File: config.mk
export PLATFORM = sky130hd
export DESIGN_NAME = circular_queue
export DESIGN_NICKNAME = d
export VERILOG_FILES = /design/src/hdl/cq_pkg.sv /design/src/hdl/cq_ram.sv /design/src/hdl/cq_ctrl.sv /design/src/hdl/circular_queue.sv
export SDC_FILE = /design/constraint.sdc
export NUM_CORES = 1
export LEC_CHECK = 0
export BUFFER_PORTS_ARGS = -buffer_cell sky130_fd_sc_hd__buf_2
export CORE_ASPECT_RATIO = 1.1
export CORE_UTILIZATION = 40
export DETAILED_ROUTE_END_ITERATION = 12
export PLACE_DENSITY = 0.54
export RECOVER_POWER = 50
export SLEW_MARGIN = 15
export SYNTH_ARGS = -nofsm -noshare
export SYNTH_HDL_FRONTEND = slang
export SYNTH_HIERARCHICAL = 1
export SYNTH_SLANG_ARGS = --single-unit
File: constraint.sdc
create_clock -name clk -period 9.2 [get_ports clk]
set_clock_uncertainty 0.2 [all_clocks]
set_input_delay 0.46 -clock clk [delete_from_list [all_inputs] [get_ports clk]]
set_output_delay 0.46 -clock clk [all_outputs]
set_load 0.02 [all_outputs]
File: src/hdl/cq_pkg.sv
package cq_pkg;

  localparam int DEPTH_DEF  = 32;
  localparam int DATA_W     = 32;
  localparam int OP_W       = 2;
  localparam int STAT_W     = 2;
  localparam int CFG_W      = 6;
  localparam int SIZE_RESET = 32;

  typedef enum logic [OP_W-1:0] {
    OP_INSERT  = 2'd0,
    OP_DELETE  = 2'd1,
    OP_DISPLAY = 2'd2,
    OP_INVALID = 2'd3
  } op_t;

  typedef enum logic [STAT_W-1:0] {
    ST_OK     = 2'd0,
    ST_FULL   = 2'd1,
    ST_EMPTY  = 2'd2,
    ST_BAD_OP = 2'd3
  } status_t;

  typedef enum logic [1:0] {
    S_IDLE,
    S_EXEC,
    S_PUT
  } state_t;

  // Description of one result beat handed from the sequencer to the output stage.
  typedef struct packed {
    status_t status;
    logic    last;
    logic    from_ram;
  } res_t;

endpackage

File: src/hdl/cq_ram.sv
module cq_ram #(
  parameter int WIDTH = 32,
  parameter int DEPTH = 32,
  localparam int AW = $clog2(DEPTH)
) (
  input  logic             clk,
  input  logic             we,
  input  logic [AW-1:0]    waddr,
  input  logic [WIDTH-1:0] wdata,
  input  logic             re,
  input  logic [AW-1:0]    raddr,
  output logic [WIDTH-1:0] rdata
);

  logic [WIDTH-1:0] mem [DEPTH];
  logic [WIDTH-1:0] rdata_r;

  always_ff @(posedge clk) begin
    if (we) begin
      mem[waddr] <= wdata;
    end
    if (re) begin
      rdata_r <= mem[raddr];
    end
  end

  assign rdata = rdata_r;

endmodule

File: src/hdl/cq_ctrl.sv
module cq_ctrl
  import cq_pkg::*;
#(
  parameter int DEPTH = DEPTH_DEF,
  localparam int IDX_W  = $clog2(DEPTH),
  localparam int SIZE_W = $clog2(DEPTH + 1)
) (
  input  logic                     clk,
  input  logic                     rst_n,
  input  logic                     in_valid,
  output logic                     in_ready,
  input  logic [OP_W-1:0]          in_operation,
  input  logic signed [DATA_W-1:0] in_value,
  input  logic                     cfg_wr_en,
  input  logic [CFG_W-1:0]         cfg_wr_data,
  input  logic                     out_free,
  output logic                     res_load,
  output res_t                     res,
  output logic                     ram_we,
  output logic [IDX_W-1:0]         ram_waddr,
  output logic [DATA_W-1:0]        ram_wdata,
  output logic                     ram_re,
  output logic [IDX_W-1:0]         ram_raddr
);

  state_t               state_r, state_nxt;
  op_t                  op_r, op_nxt;
  logic [DATA_W-1:0]    val_r, val_nxt;
  logic [IDX_W-1:0]     head_r, head_nxt;
  logic [IDX_W-1:0]     tail_r, tail_nxt;
  logic [IDX_W-1:0]     walk_r, walk_nxt;
  logic [SIZE_W-1:0]    occ_r, occ_nxt;
  logic [SIZE_W-1:0]    size_r, size_nxt;
  logic [SIZE_W-1:0]    cnt_r, cnt_nxt;
  res_t                 res_r, res_nxt;

  logic [IDX_W-1:0]     adv_in;
  logic [IDX_W-1:0]     adv_out;
  logic [SIZE_W-1:0]    adv_sum;
  logic [SIZE_W-1:0]    cfg_size;
  logic                 full;
  logic                 empty;

  assign full  = (occ_r >= size_r);
  assign empty = (occ_r == '0);

  // Shared index unit: one increment with wrap at the configured size.
  always_comb begin
    adv_sum = SIZE_W'(adv_in) + SIZE_W'(1);
    adv_out = (adv_sum >= size_r) ? '0 : IDX_W'(adv_sum);
  end

  // A size of zero behaves as one; anything beyond the storage saturates.
  always_comb begin
    if (cfg_wr_data == '0) begin
      cfg_size = SIZE_W'(1);
    end else if (32'(cfg_wr_data) > DEPTH) begin
      cfg_size = SIZE_W'(DEPTH);
    end else begin
      cfg_size = SIZE_W'(cfg_wr_data);
    end
  end

  // Next state.
  always_comb begin
    state_nxt = state_r;
    case (state_r)
      S_IDLE: begin
        if (in_valid) begin
          state_nxt = S_EXEC;
        end
      end
      S_EXEC: begin
        state_nxt = S_PUT;
      end
      S_PUT: begin
        if (out_free) begin
          if (op_r == OP_DISPLAY && !res_r.last) begin
            state_nxt = S_EXEC;
          end else begin
            state_nxt = S_IDLE;
          end
        end
      end
      default: begin
        state_nxt = S_IDLE;
      end
    endcase
  end

  // Outputs of the sequencer.
  always_comb begin
    in_ready  = 1'b0;
    res_load  = 1'b0;
    ram_we    = 1'b0;
    ram_waddr = tail_r;
    ram_wdata = val_r;
    ram_re    = 1'b0;
    ram_raddr = head_r;
    adv_in    = tail_r;
    case (state_r)
      S_IDLE: begin
        in_ready = 1'b1;
      end
      S_EXEC: begin
        case (op_r)
          OP_INSERT: begin
            adv_in = tail_r;
            ram_we = !full;
          end
          OP_DELETE: begin
            adv_in = head_r;
            ram_re = !empty;
          end
          OP_DISPLAY: begin
            adv_in    = walk_r;
            ram_re    = !empty;
            ram_raddr = walk_r;
          end
          default: begin
            adv_in = tail_r;
          end
        endcase
      end
      S_PUT: begin
        res_load = out_free;
      end
      default: begin
        in_ready = 1'b0;
      end
    endcase
  end

  // Pointer and occupancy updates.
  always_comb begin
    op_nxt   = op_r;
    val_nxt  = val_r;
    head_nxt = head_r;
    tail_nxt = tail_r;
    walk_nxt = walk_r;
    occ_nxt  = occ_r;
    size_nxt = size_r;
    cnt_nxt  = cnt_r;
    res_nxt  = res_r;

    if (state_r == S_IDLE && in_valid) begin
      op_nxt   = op_t'(in_operation);
      val_nxt  = in_value;
      walk_nxt = head_r;
      cnt_nxt  = '0;
    end

    if (state_r == S_EXEC) begin
      case (op_r)
        OP_INSERT: begin
          if (full) begin
            res_nxt = '{status: ST_FULL, last: 1'b1, from_ram: 1'b0};
          end else begin
            tail_nxt = adv_out;
            occ_nxt  = occ_r + SIZE_W'(1);
            res_nxt  = '{status: ST_OK, last: 1'b1, from_ram: 1'b0};
          end
        end
        OP_DELETE: begin
          if (empty) begin
            res_nxt = '{status: ST_EMPTY, last: 1'b1, from_ram: 1'b0};
          end else begin
            occ_nxt = occ_r - SIZE_W'(1);
            res_nxt = '{status: ST_OK, last: 1'b1, from_ram: 1'b1};
            // Draining the queue brings both pointers back to the start.
            if (occ_r == SIZE_W'(1)) begin
              head_nxt = '0;
              tail_nxt = '0;
            end else begin
              head_nxt = adv_out;
            end
          end
        end
        OP_DISPLAY: begin
          if (empty) begin
            res_nxt = '{status: ST_EMPTY, last: 1'b1, from_ram: 1'b0};
          end else begin
            walk_nxt = adv_out;
            cnt_nxt  = cnt_r + SIZE_W'(1);
            res_nxt  = '{status: ST_OK, last: (cnt_r + SIZE_W'(1) == occ_r), from_ram: 1'b1};
          end
        end
        default: begin
          res_nxt = '{status: ST_BAD_OP, last: 1'b1, from_ram: 1'b0};
        end
      endcase
    end

    // A size write flushes the queue.
    if (cfg_wr_en) begin
      size_nxt = cfg_size;
      head_nxt = '0;
      tail_nxt = '0;
      occ_nxt  = '0;
    end
  end

  always_ff @(posedge clk) begin
    if (!rst_n) begin
      state_r <= S_IDLE;
      head_r  <= '0;
      tail_r  <= '0;
      occ_r   <= '0;
      size_r  <= (SIZE_RESET > DEPTH) ? SIZE_W'(DEPTH) : SIZE_W'(SIZE_RESET);
    end else begin
      state_r <= state_nxt;
      head_r  <= head_nxt;
      tail_r  <= tail_nxt;
      occ_r   <= occ_nxt;
      size_r  <= size_nxt;
    end
  end

  always_ff @(posedge clk) begin
    op_r   <= op_nxt;
    val_r  <= val_nxt;
    walk_r <= walk_nxt;
    cnt_r  <= cnt_nxt;
    res_r  <= res_nxt;
  end

  assign res = res_r;

  a_occ_bound: assert property (@(posedge clk) disable iff (!rst_n)
    occ_r <= size_r)
    else $error("occupancy exceeds the configured size");

  a_ptr_bound: assert property (@(posedge clk) disable iff (!rst_n)
    (SIZE_W'(head_r) < size_r) && (SIZE_W'(tail_r) < size_r))
    else $error("head or tail beyond the wrap point");

  a_empty_home: assert property (@(posedge clk) disable iff (!rst_n)
    (occ_r == '0) |-> (head_r == '0 && tail_r == '0))
    else $error("empty queue with pointers away from the start");

  a_port_excl: assert property (@(posedge clk) disable iff (!rst_n)
    !(ram_we && ram_re))
    else $error("storage written and read in the same cycle");

  a_accept_exec: assert property (@(posedge clk) disable iff (!rst_n)
    (in_valid && in_ready) |=> (state_r == S_EXEC))
    else $error("accepted item did not start execution");

endmodule

File: src/hdl/circular_queue.sv
// Channel  Handshake              Payload
// in       in_valid / in_ready    in_operation, in_value
// out      out_valid / out_ready  out_status, out_element, out_last
// cfg      cfg_wr_en              cfg_wr_data (queue size, flushes the queue)
//
// An item is taken in the idle state, executed in the next cycle and its result
// loaded into the output register from the output step once that register is free.
// A display walk does one storage read and then one output load for each stored entry.
// Reset is synchronous; no clearing pass is needed, as entries are read only once written.
// A stalled output holds the sequencer in its output step; no new item is taken meanwhile.
module circular_queue
  import cq_pkg::*;
#(
  parameter int DEPTH = DEPTH_DEF
) (
  input  logic                     clk,
  input  logic                     rst_n,
  input  logic                     in_valid,
  output logic                     in_ready,
  input  logic [OP_W-1:0]          in_operation,
  input  logic signed [DATA_W-1:0] in_value,
  output logic                     out_valid,
  input  logic                     out_ready,
  output logic [STAT_W-1:0]        out_status,
  output logic signed [DATA_W-1:0] out_element,
  output logic                     out_last,
  input  logic                     cfg_wr_en,
  input  logic [CFG_W-1:0]         cfg_wr_data
);

  localparam int IDX_W = $clog2(DEPTH);

  logic                 out_free;
  logic                 res_load;
  res_t                 res;
  logic                 ram_we;
  logic [IDX_W-1:0]     ram_waddr;
  logic [DATA_W-1:0]    ram_wdata;
  logic                 ram_re;
  logic [IDX_W-1:0]     ram_raddr;
  logic [DATA_W-1:0]    ram_rdata;

  logic                 out_valid_r;
  status_t              out_status_r;
  logic [DATA_W-1:0]    out_element_r;
  logic                 out_last_r;

  cq_ctrl #(
    .DEPTH(DEPTH)
  ) u_ctrl (
    .clk          (clk),
    .rst_n        (rst_n),
    .in_valid     (in_valid),
    .in_ready     (in_ready),
    .in_operation (in_operation),
    .in_value     (in_value),
    .cfg_wr_en    (cfg_wr_en),
    .cfg_wr_data  (cfg_wr_data),
    .out_free     (out_free),
    .res_load     (res_load),
    .res          (res),
    .ram_we       (ram_we),
    .ram_waddr    (ram_waddr),
    .ram_wdata    (ram_wdata),
    .ram_re       (ram_re),
    .ram_raddr    (ram_raddr)
  );

  cq_ram #(
    .WIDTH(DATA_W),
    .DEPTH(DEPTH)
  ) u_ram (
    .clk   (clk),
    .we    (ram_we),
    .waddr (ram_waddr),
    .wdata (ram_wdata),
    .re    (ram_re),
    .raddr (ram_raddr),
    .rdata (ram_rdata)
  );

  // The output register frees up in the same cycle as its beat is taken.
  assign out_free = !out_valid_r || out_ready;

  always_ff @(posedge clk) begin
    if (!rst_n) begin
      out_valid_r <= 1'b0;
    end else if (res_load) begin
      out_valid_r <= 1'b1;
    end else if (out_ready) begin
      out_valid_r <= 1'b0;
    end
  end

  always_ff @(posedge clk) begin
    if (res_load) begin
      out_status_r  <= res.status;
      out_last_r    <= res.last;
      out_element_r <= res.from_ram ? ram_rdata : '0;
    end
  end

  assign out_valid   = out_valid_r;
  assign out_status  = out_status_r;
  assign out_element = out_element_r;
  assign out_last    = out_last_r;

endmodule

* After elaboration in Yosys (flattened, before gate mapping)
Memories as Yosys holds them, arrays and structs flattened. A register that Yosys moved wholly into a read port is not among the register bits.
Index checks and enable logic that the tools add are counted.
** Storage, ports and cells
- Flip-flop bits (word level) :: 109
- RAM bits :: 1024
- Output and inout bits :: 37
- Logic and storage cells :: 97
- Memories :: 1
** Cells by class
- Add/subtract/negate cells :: 4
- Order comparisons :: 3
- Eq/ne operators :: 11
- Multiplexer cells :: 41
- Bitwise gates (word level) :: 2
- Reduce and logical (&&, ||, !) cells :: 19
** Memories
- u_ram.mem :: depth 32, bits a word 32, read ports 1, clocked after memory_dff 1, wr ports 1, RTL line cq_ram.sv:15 : logic [WIDTH-1:0] mem [DEPTH];
** Operators by type and width (count)
- 5-bit 2-to-1 mux :: 12
- 6-bit 2-to-1 mux :: 8
- 5-bit one-hot mux with 2 select lines :: 2
- 6-bit by 1-bit adder with 6-bit output, second input constant :: 2
- 6-bit greater-or-equal comparator :: 2
- 6-bit logical NOT :: 2
- 4-bit one-hot mux with 3 select lines :: 1
- 6-bit one-hot mux with 2 select lines :: 1
- 1-bit 2-to-1 mux :: 11
- 4-bit 2-to-1 mux :: 2
- 5-bit by 1-bit adder with 6-bit output, second input constant :: 1
- 6-bit by 1-bit == test with 1-bit output, second input constant :: 1
- 6-bit == test :: 1
- 6-bit > comparator, second input constant :: 1
- 2-bit != test, second input constant :: 3
- 2-bit one-hot mux with 3 select lines :: 1
- 6-bit by 1-bit subtractor with 6-bit output, second input constant :: 1
- 5-bit AND reduction :: 1
- 2-bit by 1-bit == test with 1-bit output, second input constant :: 2
- 2-bit == test, second input constant :: 2
- 1-bit logical NOT :: 4
- 2-bit logical NOT :: 2
- 2-bit 2-to-1 mux :: 2
- 2-bit by 1-bit != test with 1-bit output, second input constant :: 2
- 9 further kinds :: 13

* Logic depth before layout (Yosys ltp)
Gate-level depths: netlist (run 1).
- Depth in word-level cells :: 9
- Mapped depth :: 16

* Hierarchy
The synthesis (run 1) kept the hierarchy.
** Modules (own cells, without submodules)
- cq_ram :: times used 1, cells an instance 2260, area each 40807.9 um2, seq. area each 31710.4 um2
- cq_ctrl :: times used 1, cells an instance 320, area each 3543.4 um2, seq. area each 1841.8 um2
- circular_queue :: times used 1, cells an instance 74, area each 1343.8 um2, seq. area each 1071.0 um2

* Worst setup path before layout (run 1)
No wires, ideal clock.
- Path type :: reg-to-reg
- Start point :: register u_ctrl.occ_r[0]
- End point :: memory u_ram.mem[12][0] (enable)
- Setup time :: 0.421 ns
- Arrival :: 3.372 ns
- Data required time :: 8.579 ns
- Path slack :: 5.207 ns
- Stages on the path, launching flop included :: 10
- Buffers on the path :: 1
- Clock period less this slack :: 3.993 ns
- Path through :: dfxtp_1 inv_1 ha_1 nand2b_1 a21oi_2 o21ai_2 nor2_1 or3b_2 clkbuf_1 nor2_1
** Between the ends
- Longest elaborated chain between the ends :: 6
** RTL lines
- start, declared :: RTL line cq_ctrl.sv:32 : logic [SIZE_W-1:0] occ_r, occ_nxt;
- start signal, assigned :: RTL line cq_ctrl.sv:214 : occ_r <= occ_nxt;
- 6-bit greater-or-equal comparator :: RTL line cq_ctrl.sv:44 : assign full = (occ_r >= size_r);
- 1-bit logical NOT :: RTL line cq_ctrl.sv:109 : ram_we = !full;
- 1-bit 2-to-1 mux :: RTL line cq_ctrl.sv:106 : case (op_r)
- 1-bit 2-to-1 mux :: RTL line cq_ctrl.sv:101 : case (state_r)
- net ram_we :: RTL line circular_queue.sv:36 : logic ram_we;
- 1-bit 2-to-1 mux :: RTL line cq_ram.sv:19 : if (we) begin
- 1-bit 2-to-1 mux (implied by the code) :: RTL line cq_ram.sv:20 : mem[waddr] <= wdata;
- end, declared :: RTL line cq_ram.sv:15
The timed path passes the listed nets, and every way through them passes these cells.

* Worst setup path in the final report (run 1)
- Start point :: register u_ctrl.op_r[0]
- End point :: register u_ram.rdata_r[24] (netlist: u_ram/rdata[24]), read port of u_ram.mem, data pin
** Between the ends
- Elaborated cells between the ends (all ways) :: 7
- Those cells by class :: eq/ne (2); mux (4); reduce/logical (1)
** RTL lines
- start, declared :: RTL line cq_ctrl.sv:27 : op_t op_r, op_nxt;
- start signal, assigned :: RTL line cq_ctrl.sv:220 : op_r <= op_nxt;
- 2-bit == test :: RTL line cq_ctrl.sv:106
- 5-bit 2-to-1 mux :: RTL line cq_ctrl.sv:106
- 5-bit 2-to-1 mux :: RTL line cq_ctrl.sv:101
- net ram_raddr[0] :: RTL line circular_queue.sv:40 : logic [IDX_W-1:0] ram_raddr;
- end, declared :: RTL line cq_ram.sv:16 : logic [WIDTH-1:0] rdata_r;
The timed path passes the listed nets, and every way through them passes these cells.
A chain may end at the register's enable or synchronous reset.

==> results.sh, run 1 <==
export IMPL_run_status="complete, but fails checks"
export IMPL_violations="capacitance limit, slew limit"
export IMPL_synth_compound_area_frac=0.0545
export IMPL_synthArstFlopShare=0
export IMPL_vias=24300
export IMPL_cts_sinks=1165
export IMPL_synth_top_family_by_area="multiplexers"
export IMPL_dp_cells=4149
export IMPL_place_hpwl_um=62200
export IMPL_peakVddDrop_mv=0.142
export IMPL_clockRootBuffer="clkbuf_16"
export IMPL_dr_first_iter_drc_count=2239
export IMPL_r2r_end="u_ram/rdata[24]$_DFFE_PP_"
export IMPL_io_buffers=81
export IMPL_grtUsageMet2=0.344
export IMPL_reg2regPathDepth=10
export IMPL_io_pins=82
export IMPL_synth_top_area_share=0.742
export IMPL_hold_viol_final=0
export IMPL_grt_pass1_vias=24800
export IMPL_clock_latency_ps=700
export IMPL_drc=0
export IMPL_yosysMostFrequentCell="edfxtp_1"
export IMPL_worstPathMaxFanout=84
export IMPL_post_drt_wl_per_cell_um=27.2
export IMPL_regToRegStartpoint="u_ctrl/op_r[0]$_DFFE_PP_"
export IMPL_ys_ff_latch=1165
export IMPL_post_route_period_util=0.536
export IMPL_hold_path_class="in2reg"
export IMPL_final_nets=2871
export IMPL_p_leak_nw=15.5
export IMPL_crit_path_end_kind="register"
export IMPL_powerDensity_mw_per_mm2=203
export IMPL_syn_nets=2720
export IMPL_crit_path_end="u_ram/rdata[24]$_DFFE_PP_"
export IMPL_layout_min_cycle_time_ps=4930
export IMPL_drive_gt1_frac=0.114
export IMPL_antenna_left=0
export IMPL_drv_cap=2
export IMPL_worst_ep_required_time_ps=9440
export IMPL_fin_area_mm2=0.0518
export IMPL_layoutNonFillerInstCount=4407
export IMPL_synthSimpleGateAreaFrac=0.0445
export IMPL_cts_resized=0
export IMPL_synth_edf_count=1129
export IMPL_synth_xor_area_frac=0.00361
export IMPL_crit_type="reg2reg"
export IMPL_hold_ws_ps=73.4
export IMPL_final_setup_tns_ps=0
export IMPL_setup_viol=0
export IMPL_chipWidth_um=324
export IMPL_grt_antenna_before_repair=5
export IMPL_fin_total_pwr_mw=10.5
export IMPL_rows=129
export IMPL_wl_um=120000
export IMPL_grt_overflow=0
export IMPL_fmax_mhz=203
export IMPL_postCtsSetupBuffers=0
export IMPL_clk_path_buf_depth=3
export IMPL_synthesis_instances=2654
export IMPL_grt_pass1_wl_um=173000
export IMPL_ff2ff_setup_slack_ps=4270
export IMPL_drtPass1Iterations=6
export IMPL_synth_fa_ha_area_frac=0.00575
export IMPL_top_usage_layer="met2"
export IMPL_netlist_area_mm2=0.0457
export IMPL_synth_cell_types=70
export IMPL_synthToLayoutAreaGrowth_pct=13.4
export IMPL_drv_slew=70
export IMPL_grt_util_met3=0.0286
export IMPL_die_h_um=356
export IMPL_cp_startpoint="u_ctrl/op_r[0]$_DFFE_PP_"
export IMPL_via_per_inst=5.52
export IMPL_hold_depth=3
export IMPL_grt_max_degree=130
export IMPL_synth_top_cell_by_area="edfxtp_1"
export IMPL_start_util=0.405
export IMPL_dieArea_mm2=0.116
export IMPL_coreArea_mm2=0.113
export IMPL_synth_avg_cell_area_um2=17.2
export IMPL_cp_start_kind="register"
export IMPL_tritoncts="built"
export IMPL_ys_flop_type="edfxtp_1"
export IMPL_grt_setup_unrepaired="no"
export IMPL_htree_levels=3
export IMPL_cts_made_buffers=114
export IMPL_tightest_slew_ps=2760
export IMPL_yosysSeqAreaShare=0.758
export IMPL_clk_pin_slew_ps=60
export IMPL_gp_congestion=0.754
export IMPL_max_slew_margin=-0.843
export IMPL_yosysWarningCount=6
export IMPL_grt_util_all_layers=0.208
export IMPL_yosys_top_cells_area="edfxtp_1, mux2i_1, a22oi_1, dfxtp_1, a22o_1"
export IMPL_netlist_top_cells_count="edfxtp_1, mux2i_1, nand2_1"
export IMPL_crit_arrival_ps=5170
export IMPL_placed_area_mm2=0.0479
export IMPL_grtUsageMet1=0.287
export IMPL_synthMuxAreaShare=0.114
## worst min-delay path by stage
stage                            startpoint                            end  slack [ps]
floorplan           u_ctrl/res[2]$_DFFE_PN_        out_status[0]$_DFFE_PP_         200
global placement    u_ctrl/res[3]$_DFFE_PN_        out_status[1]$_DFFE_PP_         210
detailed placement  u_ctrl/res[3]$_DFFE_PN_        out_status[1]$_DFFE_PP_         220
CTS                               cfg_wr_en  u_ctrl/size_r[3]$_SDFFE_PN0P_          20
global route                      cfg_wr_en  u_ctrl/size_r[3]$_SDFFE_PN0P_          50
finish                            cfg_wr_en  u_ctrl/size_r[3]$_SDFFE_PN0P_          70
## per-stage QoR
step,util,worst slack [ps]
2_1_floorplan,-,5210
3_3_place_gp,0.425,4360
3_5_place_dp,0.425,4220
4_1_cts,0.460,4200
5_1_grt,0.459,3920
6_report,0.459,4270
## report_power, final
group / internal [mW] / total [mW] / leakage, nW / switching, mW
logic: 0.0439 / 0.115 / 3.33 / 0.0716
registers: 5.85 / 5.93 / 10.5 / 0.0808
clock network: 2.50 / 4.46 / 1.73 / 1.95
## placed cells by master, fill, tap and decap left out, types with 39 or more instances in the layout
cell type	Yosys	final
nand3_1	108	108
clkbuf_1	47	70
a21oi_1	108	108
edfxtp_1	1129	1129
nand2_1	120	119
clkinv_1	0	39
mux2i_1	517	517
clkbuf_16	0	115
dlygate4sd3_1	0	46
a22oi_1	101	101
buf_4	36	42
a22o_1	68	68
## registers in the layout, indices dropped and copies added, names as in the netlist
register          cells
u_ctrl/walk_r         5
u_ctrl/res            4
u_ctrl/ram_waddr      5
u_ctrl/op_r           2
u_ctrl/ram_wdata     32
out_element          32
out_status            2
u_ctrl/occ_r          6
out_valid             1
u_ctrl/head_r         5
u_ctrl/size_r         6
u_ctrl/state_r        2
u_ram/rdata          32
u_ram/mem          1024
out_last              1
u_ctrl/cnt_r          6
## cell families (layout without fill, tap and decap cells)
| group | after synthesis | after routing |
|---|---|---|
| DFF | 1165 | 1165 |
| and+or+nand+nor | 409 | 409 |
| xor gates and xnor gates | 18 | 18 |
| buffers and inverters | 157 | 403 |
| adders and majority gates | 21 | 21 |
| AOI/OAI and AO/OA | 362 | 362 |
| other | 0 | 1 |
| muxes | 522 | 522 |
## metal layers
layer	up-vias	wire (µm)
li1	10800	-
met1	12700	53100
met2	653	57900
met3	165	5890
met4	2	2800
met5	-	13
## critical path, cell delays in order, from the launching register on
cell      delay (ps)
edfxtp_1         420
inv_1            120
ha_1             400
nand2_1          290
mux2_8           890
buf_4            770
buf_4            750
mux2i_1          270
a21oi_1          100
a31oi_1          250
nand3_1           90
## area by class of cell
cell class              instances  area [µm²]
fillers                      9671       61000
flip-flops and latches       1165       34600
multi-input cells            1332       10500
clock buffers                 137        2960
well taps                    1506        1880
repair buffers                178        1260
clock inverters                74         566
inverters                      14        52.6
diodes                          1        2.50
## timing repair
item,4_1_cts,5_1_grt
setup endpoints to repair,0,0
hold endpoints to repair,43,0
hold buffers,46,0
(Power assumes the default switching activity.)
==> run 2, diff against run 1 <==
- PLACE_DENSITY: 0.54 -> 0.56
- clock period: 9.2 -> 4 ns (I/O delays scaled with it)
==> run 2 against run 1 <==
The flow still finishes with violations (capacitance limit, slew limit). Critical path type unchanged. Non-clock buffer count rose by 130. Via count rose by 0.34%. Highest routed layer is now met4. Global-route usage decreased by 1.0 points. Sequential share of layout area down 1.9 points. Largest power group unchanged. Cell area is 2.9% higher. Routed wire length decreased by 4.7%.
==> results.sh, run 2 (synthesized netlist as in run 1, its figures left out) <==
export IMPL_run_status="complete, but fails checks"
export IMPL_violations="capacitance limit, slew limit"
export IMPL_fmax_mhz=266
export IMPL_final_nets=3002
export IMPL_placed_area_mm2=0.0491
export IMPL_tightest_slew_ps=2220
export IMPL_clk_pin_slew_ps=60
export IMPL_grt_setup_unrepaired="no"
export IMPL_ff2ff_setup_slack_ps=240
export IMPL_tritoncts="built"
export IMPL_place_hpwl_um=66900
export IMPL_io_buffers=81
export IMPL_fin_area_mm2=0.0533
export IMPL_drtPass1Iterations=7
export IMPL_hold_depth=2
export IMPL_crit_arrival_ps=3940
export IMPL_p_leak_nw=16.3
export IMPL_via_per_inst=5.37
export IMPL_clk_path_buf_depth=3
export IMPL_max_slew_margin=-0.483
export IMPL_postCtsSetupBuffers=0
export IMPL_dr_first_iter_drc_count=1842
export IMPL_wl_um=114000
export IMPL_final_setup_tns_ps=0
export IMPL_drv_cap=3
export IMPL_cts_made_buffers=115
export IMPL_hold_viol_final=0
export IMPL_die_h_um=356
export IMPL_drv_slew=97
export IMPL_start_util=0.405
export IMPL_hp_start="in_value[24]"
export IMPL_min_to="u_ctrl/ram_wdata[24]$_DFFE_PP_"
export IMPL_holdBufCountCts=71
export IMPL_vias=24400
export IMPL_synthToLayoutAreaGrowth_pct=16.7
export IMPL_powerDensity_mw_per_mm2=457
export IMPL_clock_latency_ps=690
export IMPL_setup_viol=0
export IMPL_cts_sinks=1165
export IMPL_largest_register_ffs=1024
export IMPL_crit_path_end_kind="register"
export IMPL_dieArea_mm2=0.116
export IMPL_regToRegStartpoint="u_ctrl/op_r[0]$_DFFE_PP_"
export IMPL_grt_antenna_before_repair=2
export IMPL_layout_min_cycle_time_ps=3760
export IMPL_cp_start_kind="register"
export IMPL_antenna_left=0
export IMPL_r2r_end="u_ram/rdata[24]$_DFFE_PP_"
export IMPL_grt_max_degree=80
export IMPL_gp_congestion=0.792
export IMPL_reg2regPathDepth=11
export IMPL_final_fill_count=9478
export IMPL_grt_overflow=0
export IMPL_final_common_cell="edfxtp_1"
export IMPL_peakVddDrop_mv=0.309
export IMPL_grt_util_all_layers=0.198
export IMPL_rows=129
export IMPL_coreArea_mm2=0.113
export IMPL_layout_common_cells="edfxtp_1, mux2i_1, nand2_1"
export IMPL_htree_levels=3
export IMPL_antennaDiodeCount=0
export IMPL_chipWidth_um=324
export IMPL_clockRootBuffer="clkbuf_16"
export IMPL_hold_path_class="in2reg"
export IMPL_io_pins=82
export IMPL_worstPathMaxFanout=48
export IMPL_top_register="u_ram/mem"
export IMPL_post_route_period_util=0.940
export IMPL_grt_pass1_vias=24900
export IMPL_layoutNonFillerInstCount=4539
export IMPL_crit_type="reg2reg"
export IMPL_drive_gt1_frac=0.143
export IMPL_cts_resized=0
export IMPL_grt_pass1_wl_um=166000
export IMPL_post_drt_wl_per_cell_um=25.1
export IMPL_dp_cells=4249
export IMPL_worst_ep_required_time_ps=4180
export IMPL_drc=0
-- run 2: cell count changes in the layout (fill, tap and decap cells not counted), sizes merged, moves of 2 or more --
cell	previous run	this run
inv	20	16
clkbuf	185	206
clkinvlp	1	4
buf	84	176
clkinv	59	53
bufinv	8	10
dlygate4sd3	46	71
-- run 2: metal layers --
metal,wire length [µm],GRT usage,share of wire
met1,48800,0.268,0.43
met2,56100,0.333,0.49
met3,6350,0.0274,0.056
met4,2840,0.0582,0.025
met5,0,0,0
-- run 2: how the worst max path moves through the flow --
stage	from	to	slack, ps
floorplan	u_ctrl/occ_r[0]$_SDFFE_PP0P_	u_ram/mem[20][0]$_DFFE_PP_	7
global placement	u_ctrl/op_r[0]$_DFFE_PP_	u_ram/rdata[18]$_DFFE_PP_	300
detailed placement	u_ctrl/op_r[0]$_DFFE_PP_	u_ram/rdata[18]$_DFFE_PP_	270
CTS	u_ctrl/op_r[0]$_DFFE_PP_	u_ram/rdata[18]$_DFFE_PP_	240
global route	u_ctrl/op_r[1]$_DFFE_PP_	u_ctrl/walk_r[1]$_DFF_P_	8
finish	u_ctrl/op_r[0]$_DFFE_PP_	u_ram/rdata[24]$_DFFE_PP_	240
-- run 2: where the power goes --
group / switching, mW / internal (mW) / total (mW)
clock network: 4.47 / 5.95 / 10.4
registers: 0.163 / 13.5 / 13.6
logic: 0.194 / 0.123 / 0.317
total: 4.82 / 19.5 / 24.4
-- run 2: final cells by class --
class | count | area [µm²] | share of cell area
clock buffers | 145 | 3010 | 0.0565
clock inverters | 69 | 607 | 0.0114
inverters | 14 | 52.6 | 0.000985
multi-input cells | 1332 | 10500 | 0.196
flip-flops and latches | 1165 | 34600 | 0.649
repair buffers | 308 | 2670 | 0.0501
well taps | 1506 | 1880 | 0.0353
-- run 2: critical path, stage by stage, from the launching register on --
cell and delay (ps):
edfxtp_1 390, inv_1 90, ha_1 280, buf_4 190, nand2_1 250, mux2_2 450, nor2_4 370, buf_12 310
a22o_1 200, nor3_1 50, a31oi_1 440, nand3_1 140
-- run 2: metrics by stage --
step	total power, mW	worst slack (ps)	hold WS (ps)	util
after global routing	25.1	7.54	20.7	0.473
after global placement	14.1	296	177	0.435
after detailed placement	14.2	268	178	0.435
after floorplan	13.9	7.02	98.6	-
final	24.4	240	37.9	0.473
after CTS	24.6	238	1.04	0.473
